--- src/hdl/csn_pkg.sv ---
// Shared types and constants for the clamped scale normaliser.
`default_nettype none
package csn_pkg;

  // Field widths
  localparam int unsigned VAL_W  = 64;
  localparam int unsigned POS_W  = 16;
  localparam int unsigned MUL_W  = 32;
  localparam int unsigned STEP_W = 5;

  // Sequencer states
  typedef enum logic [2:0] {
    ST_IDLE,
    ST_CHECK,
    ST_MUL_LO,
    ST_MUL_HI,
    ST_ADD,
    ST_DIV,
    ST_DONE
  } csn_state_t;

endpackage
`default_nettype wire

--- src/hdl/clamped_scale_normalizer.sv ---
// Clamped linear normaliser: places a signed reading on a 0..FULL_SCALE scale.
//
//  Channel | Direction | Width | Contents
//  in_     | slave     | 192   | reading, scale_low, scale_high
//  out_    | master    | 16    | position
//
// A reading at or outside an end passes through one check and one hand-off
// before out_tvalid rises. Otherwise it takes one check, two passes through a
// shared 32x32 multiplier, one add, 32 restoring division steps of a single
// 65-bit subtractor and one hand-off.
// in_tready is high only while the sequencer is idle; it may accept the next
// item while a result still waits in the output register.
// rst_n is synchronous and active low; it clears the sequencer and out_tvalid.
// A stalled output holds the sequencer in its final state until taken.
`default_nettype none
module clamped_scale_normalizer #(
  parameter longint unsigned FULL_SCALE = 65535
) (
  input  wire logic                              clk,
  input  wire logic                              rst_n,
  input  wire logic                              in_tvalid,
  output logic                                   in_tready,
  // [63:0] reading, [127:64] scale_low, [191:128] scale_high
  input  wire logic [3*csn_pkg::VAL_W-1:0]       in_tdata,
  output logic                                   out_tvalid,
  input  wire logic                              out_tready,
  // [15:0] position
  output logic [csn_pkg::POS_W-1:0]              out_tdata
);
  import csn_pkg::*;

  localparam logic [MUL_W-1:0] SCALE    = MUL_W'(FULL_SCALE);
  localparam logic [STEP_W-1:0] LAST_STEP = STEP_W'(MUL_W - 1);

  csn_state_t              state_r, state_nxt;
  logic [VAL_W-1:0]        a_r, a_nxt;      // reading, then numerator, then remainder
  logic [VAL_W-1:0]        b_r, b_nxt;      // scale_low, then low product, then quotient
  logic [VAL_W-1:0]        c_r, c_nxt;      // scale_high, then span
  logic [STEP_W-1:0]       step_r, step_nxt;
  logic [POS_W-1:0]        res_r, res_nxt;
  logic                    out_valid_r, out_valid_nxt;
  logic [POS_W-1:0]        out_data_r, out_data_nxt;

  logic [MUL_W-1:0]        mul_a;
  logic [2*MUL_W-1:0]      mul_p;
  logic [VAL_W-1:0]        shifted;
  logic [VAL_W:0]          diff;
  logic                    fits;
  logic                    in_xfer;

  assign in_tready  = (state_r == ST_IDLE);
  assign in_xfer    = in_tvalid && in_tready;
  assign out_tvalid = out_valid_r;
  assign out_tdata  = out_data_r;

  // Shared multiplier: low half of the numerator first, then the high half
  assign mul_a = (state_r == ST_MUL_LO) ? a_r[MUL_W-1:0] : a_r[VAL_W-1:MUL_W];
  assign mul_p = mul_a * SCALE;

  // Shared restoring division step
  assign shifted = {a_r[VAL_W-2:0], b_r[MUL_W-1]};
  assign diff    = {a_r[VAL_W-1], shifted} - {1'b0, c_r};
  assign fits    = !diff[VAL_W];

  // Sequencer next state and datapath
  always_comb begin
    state_nxt     = state_r;
    a_nxt         = a_r;
    b_nxt         = b_r;
    c_nxt         = c_r;
    step_nxt      = step_r;
    res_nxt       = res_r;
    out_valid_nxt = out_valid_r;
    out_data_nxt  = out_data_r;

    // Drop the result once taken
    if (out_valid_r && out_tready) begin
      out_valid_nxt = 1'b0;
    end

    case (state_r)
      ST_IDLE: begin
        if (in_xfer) begin
          a_nxt     = in_tdata[VAL_W-1:0];
          b_nxt     = in_tdata[2*VAL_W-1:VAL_W];
          c_nxt     = in_tdata[3*VAL_W-1:2*VAL_W];
          state_nxt = ST_CHECK;
        end
      end
      ST_CHECK: begin
        if ($signed(a_r) <= $signed(b_r)) begin
          res_nxt   = '0;
          state_nxt = ST_DONE;
        end else if ($signed(a_r) >= $signed(c_r)) begin
          res_nxt   = SCALE[POS_W-1:0];
          state_nxt = ST_DONE;
        end else begin
          a_nxt     = a_r - b_r;
          c_nxt     = c_r - b_r;
          state_nxt = ST_MUL_LO;
        end
      end
      ST_MUL_LO: begin
        b_nxt     = mul_p;
        state_nxt = ST_MUL_HI;
      end
      ST_MUL_HI: begin
        a_nxt     = mul_p;
        state_nxt = ST_ADD;
      end
      ST_ADD: begin
        // Top 64 product bits already lie below the span: start the remainder there
        a_nxt     = a_r + {{(VAL_W-MUL_W){1'b0}}, b_r[VAL_W-1:MUL_W]};
        step_nxt  = '0;
        state_nxt = ST_DIV;
      end
      ST_DIV: begin
        a_nxt              = fits ? diff[VAL_W-1:0] : shifted;
        b_nxt[MUL_W-1:0]   = {b_r[MUL_W-2:0], fits};
        step_nxt           = step_r + 1'b1;
        if (step_r == LAST_STEP) begin
          res_nxt   = {b_r[POS_W-2:0], fits};
          state_nxt = ST_DONE;
        end
      end
      ST_DONE: begin
        // Hold until the output register is free
        if (!out_valid_r || out_tready) begin
          out_valid_nxt = 1'b1;
          out_data_nxt  = res_r;
          state_nxt     = ST_IDLE;
        end
      end
      default: begin
        state_nxt = ST_IDLE;
      end
    endcase
  end

  // Control registers
  always_ff @(posedge clk) begin
    if (!rst_n) begin
      state_r     <= ST_IDLE;
      out_valid_r <= 1'b0;
    end else begin
      state_r     <= state_nxt;
      out_valid_r <= out_valid_nxt;
    end
  end

  // Payload registers
  always_ff @(posedge clk) begin
    a_r        <= a_nxt;
    b_r        <= b_nxt;
    c_r        <= c_nxt;
    step_r     <= step_nxt;
    res_r      <= res_nxt;
    out_data_r <= out_data_nxt;
  end

endmodule
`default_nettype wire

--- config.mk ---
export PLATFORM = sky130hd
export DESIGN_NAME = clamped_scale_normalizer
export DESIGN_NICKNAME = d
export VERILOG_FILES = /design/src/hdl/csn_pkg.sv /design/src/hdl/clamped_scale_normalizer.sv
export SDC_FILE = /design/constraint.sdc
export NUM_CORES = 2
export LEC_CHECK = 0
export BUFFER_PORTS_ARGS = -buffer_cell sky130_fd_sc_hd__buf_4
export CAP_MARGIN = 40
export CORE_ASPECT_RATIO = 1.5
export CORE_MARGIN = 3
export CORE_UTILIZATION = 69
export CTS_CLUSTER_SIZE = 14
export DETAILED_ROUTE_END_ITERATION = 12
export PLACE_DENSITY = 0.95
export SYNTH_ARGS = -nofsm -noshare
export SYNTH_HDL_FRONTEND = slang
export SYNTH_SLANG_ARGS = --single-unit
--- constraint.sdc ---
create_clock -name clk -period 23.9 [get_ports clk]
set_input_delay 0 -clock clk [delete_from_list [all_inputs] [get_ports clk]]
set_output_delay 0 -clock clk [all_outputs]
set_load 0.02 [all_outputs]
==> flow_summary.ini, run 1 <==
[logic_synthesis]
synthArstFlopShare_pct = 0
synth_top_area_share_pct = 18.50
synth_edf_count = 229
syn_avg_cell_area_um2 = 8.256
synthCells = 4503
ys_seq_area_share_pct = 18.71
synth_seq_cells = 233
netlist_area_um2 = 37180
synth.distinct_cells = 95
yosys-top-cells-area = edfxtp_1, ha_1, fa_1
ys.flop_type = edfxtp_1
synth_top_area_cell = edfxtp_1
synth_nets = 5357
yosysWarnings = 0

[run_status]
stop_stage = 5_1_grt
firstError = [ERROR GRT-0116] Global routing finished with congestion. Check the congestion regions in the DRC Viewer.
status = stopped before the end

[global_routing]
grt_pass1_wl_um = 289200
overflow = 32
track_usage_pct = 68.05
grt_pass1_vias = 44350
grt_start_max_net_pins = 86

[clocking]
cts_resized = 0
cts_buffers = 28
clock_sinks = 233
ctsHtreeMaxLevel = 1
cts_root_buf = clkbuf_16
cts_buffer_depth = 3

[floorplanning]
rows = 103
io_pins = 214
die_h_um = 290.3
initial_core_util_pct = 70.19
dieWidth_um = 195.5

[placed_design]
routabilityCongestion = 1.193
place_ws_ps = 14450
dp_hpwl_um = 133900
port_buffers = 213
cell usage after synthesis, types with 67 or more instances:
cell type	count
o21ai_0	319
clkbuf_1	164
xor2_1	127
nand3_1	67
nand2_1	448
xnor2_1	183
inv_1	557
a21oi_1	396
fa_1	244
edfxtp_1	229
ha_1	414
nor2_1	241
a21o_1	183
nand4_1	84
metal layers:
metal,GRT overflow,global-route usage (%)
met1,1,66.07
met2,16,90.92
met3,0,43.34
met4,15,75.43
met5,0,6.029
what timing repair did:
item,4_1_cts
hold endpoints to repair,195
setup buffers,0
hold buffers,194
metrics by stage:
step	instances	cell area, um2
floorplan	4503	37180
global placement	5249	39280
detailed placement	5261	39390
CTS	5505	42300
logic make-up after synthesis:
family / synth area share, %
multiplexers: 1.350
flip-flops: 18.71
AO/OA/AOI/OAI: 24.12
XOR/XNOR: 7.303
adder cells (fa/ha/maj): 27.15
buffers and inverters: 7.737
AND/OR/NAND/NOR: 13.62
==> inputs of run 2 (changes only) <==
--- a/config.mk
+++ b/config.mk
@@ -7,12 +7,10 @@
 export LEC_CHECK = 0
 export BUFFER_PORTS_ARGS = -buffer_cell sky130_fd_sc_hd__buf_4
 export CAP_MARGIN = 40
-export CORE_ASPECT_RATIO = 1.5
 export CORE_MARGIN = 3
-export CORE_UTILIZATION = 69
-export CTS_CLUSTER_SIZE = 14
+export CORE_UTILIZATION = 40
 export DETAILED_ROUTE_END_ITERATION = 12
-export PLACE_DENSITY = 0.95
+export PLACE_DENSITY_LB_ADDON = 0.15
 export SYNTH_ARGS = -nofsm -noshare
 export SYNTH_HDL_FRONTEND = slang
 export SYNTH_SLANG_ARGS = --single-unit
==> run 2 against run 1 <==
Net effect:
- the flow now finishes without violations
- synthesized cell count did not move
- area after synthesis did not move
==> flow_summary.ini, run 2 <==
[cells_and_area]
layout-drive-gt1-share_pct = 8.264
fin_nets = 5670
final_common_cell = inv_1
multiInputGateArea_um2 = 27450
top_regs = a_r (64), b_r (64), c_r (64)
syn_to_final_growth_pct = 16.29
layoutNonFillerInstCount = 6089
final_cell_mix = inv_1, nand2_1, ha_1, a21oi_1, o21ai_0
fillCellCount = 9193
fin_util_pct = 47.02
seqCellArea_um2 = 6958

[worst_setup_path]
critPathSlowestCell = mux2i_1
crit_required_ps = 24250
arrival_ps = 10310
crit_path_end_kind = flip-flop
r2r_setup_slack_ps = 13940
crit_type = flip-flop to flip-flop
worstSetupStartpointType = flip-flop
max_stage_delay_ps = 800
crit_path_frequent_cell = inv_1
r2r-end = a_r[38]$_DFFE_PP_
crit_path_start = state_r[1]$_SDFFE_PN0P_
worst_r2r_startpoint = state_r[1]$_SDFFE_PN0P_
ff2ff_path_depth = 28
crit_end = a_r[38]$_DFFE_PP_
path_max_fanout = 53

[logic_synthesis]
synth_seq_cells = 233
ys.flop_type = edfxtp_1
muxShareOfSynthArea_pct = 1.350
synth_top_area_cell = edfxtp_1
synthArstFlopShare_pct = 0
netlist_top_cells_count = inv_1, nand2_1, ha_1, a21oi_1, o21ai_0
synth_nets = 5357
yosysMostFrequentCell = inv_1
syn_avg_cell_area_um2 = 8.256
synthXorXnorAreaFrac_pct = 7.303
netlist_area_um2 = 37180
ys_seq_area_share_pct = 18.71
synth_compound_area_share_pct = 24.12
yosys-top-cells-area = edfxtp_1, ha_1, fa_1
synth_edf_count = 229
synthSimpleGateAreaFrac_pct = 13.62
synth_top_family_by_area = adder cells
yosysWarnings = 0
synth_fa_ha_area_share_pct = 27.15
synth.distinct_cells = 95
synthCells = 4503
synth_top_area_share_pct = 18.50

[clocking]
cts_tree = yes
clock_latency_ps = 630
cts_buffer_depth = 3
cts_buffers = 31
clk_pin_slew_ps = 70
clock_sinks = 233
ctsHtreeMaxLevel = 1
cts_resized = 0
cts_root_buf = clkbuf_16

[global_routing]
grt_pass1_vias = 35380
track_usage_pct = 34.33
overflow = 0
grt_pass1_wl_um = 246100
grt_start_max_net_pins = 60
grt_antenna_before_repair = 7

[floorplanning]
initial_core_util_pct = 40.44
rows = 111
dieWidth_um = 310.9
die_area_um2 = 96640
core_um2 = 91940
die_h_um = 310.9
io_pins = 214

[detailed_routing]
drtAntennaViolNets = 0
drc = 0
dr.pass1.iters = 8
vias = 36840
wl_per_cell_um = 28.04
drt_wl_total_um = 170800
drt_iter0_markers = 3935
viasPerCell = 6.050

[placed_design]
placedCellCount = 5833
routabilityCongestion = 1.044
dp_hpwl_um = 141300
port_buffers = 213

[timing]
setup_viol = 0
slew_viol_final = 0
hold_violations = 0
max_freq_mhz = 100.4
holdWs_ps = 67.76
setup-tns-final_ps = 0
relSlewSlack_pct = 36.33
fin_crit_sh_pct = 41.67
worst_pin_slew_ps = 942.7
finalClockSkew_ps = 22.52
rsz0062_at_grt = no
period_minus_slack_ps = 9960

[run_status]
status = finished clean

[flow_run]
drv_cap = 0

[hold_path]
hp-class = primary input to flip-flop
-- run 2: worst max-delay path: cells and delay by family, from the launching register on --
kind	cells	cell delay (ps)
xor+xnor	3	1180
fa+ha+maj	6	3060
compound gates	5	1640
flops	1	300
mux	1	800
simple gates	5	1060
buf+inv	8	1620
-- run 2: worst min-delay path by stage --
stage / from / cells after the start / to
after CTS: in_tdata[17] / 3 / a_r[17]$_DFFE_PP_
final: in_tdata[17] / 3 / a_r[17]$_DFFE_PP_
after global routing: in_tdata[17] / 3 / a_r[17]$_DFFE_PP_
after floorplan: rst_n / 2 / state_r[0]$_SDFFE_PN0P_
after detailed placement: rst_n / 2 / out_tvalid$_SDFF_PN0_
after global placement: in_tdata[136] / 3 / c_r[8]$_DFFE_PP_
-- run 2: cell families (layout without fill, tap and decap cells) --
logic type	after synthesis	count (layout)
AO/OA/AOI/OAI	1404	1404
AND/OR/NAND/NOR	1097	1097
adder cells (fa/ha/maj)	661	661
buffers and inverters	750	1087
other	0	6
multiplexers	48	48
flip-flops	233	233
XOR/XNOR	310	310
-- run 2: final cells by class --
cell class	instances	share of cell area [%]
diodes	6	0.03473
clock buffers	35	1.875
clock inverters	22	0.6714
inverters	558	4.845
multi-input cells	3520	63.50
flip-flops and latches	233	16.09
well taps	1243	3.597
repair buffers	472	9.383
-- run 2: metal layers --
| metal | wire length, um | global-route usage, % | vias to the layer above |
|---|---|---|---|
| met5 | 55 | 0 | - |
| met4 | 11020 | 17.79 | 8 |
| met3 | 16360 | 6.234 | 362 |
| met2 | 72280 | 51.60 | 1898 |
| met1 | 71040 | 47.12 | 17950 |
| li1 | - | - | 16630 |
-- run 2: timing repair --
item | in CTS | in global routing
hold endpoints to repair | 206 | 0
setup buffers | 0 | 0
hold buffers | 193 | 0
-- run 2: per-stage QoR --
step                instance area, um2  setup WS (ps)
global placement                 40090          14300
CTS                              43220          14120
floorplan                        37180          15540
finish                           43230          13940
global route                     43220          13580
detailed placement               40180          14180
Power of run 2 is left out: the tool's default activity adds up to more than one toggle a clock period on the data nets, which glitch-free logic cannot reach.
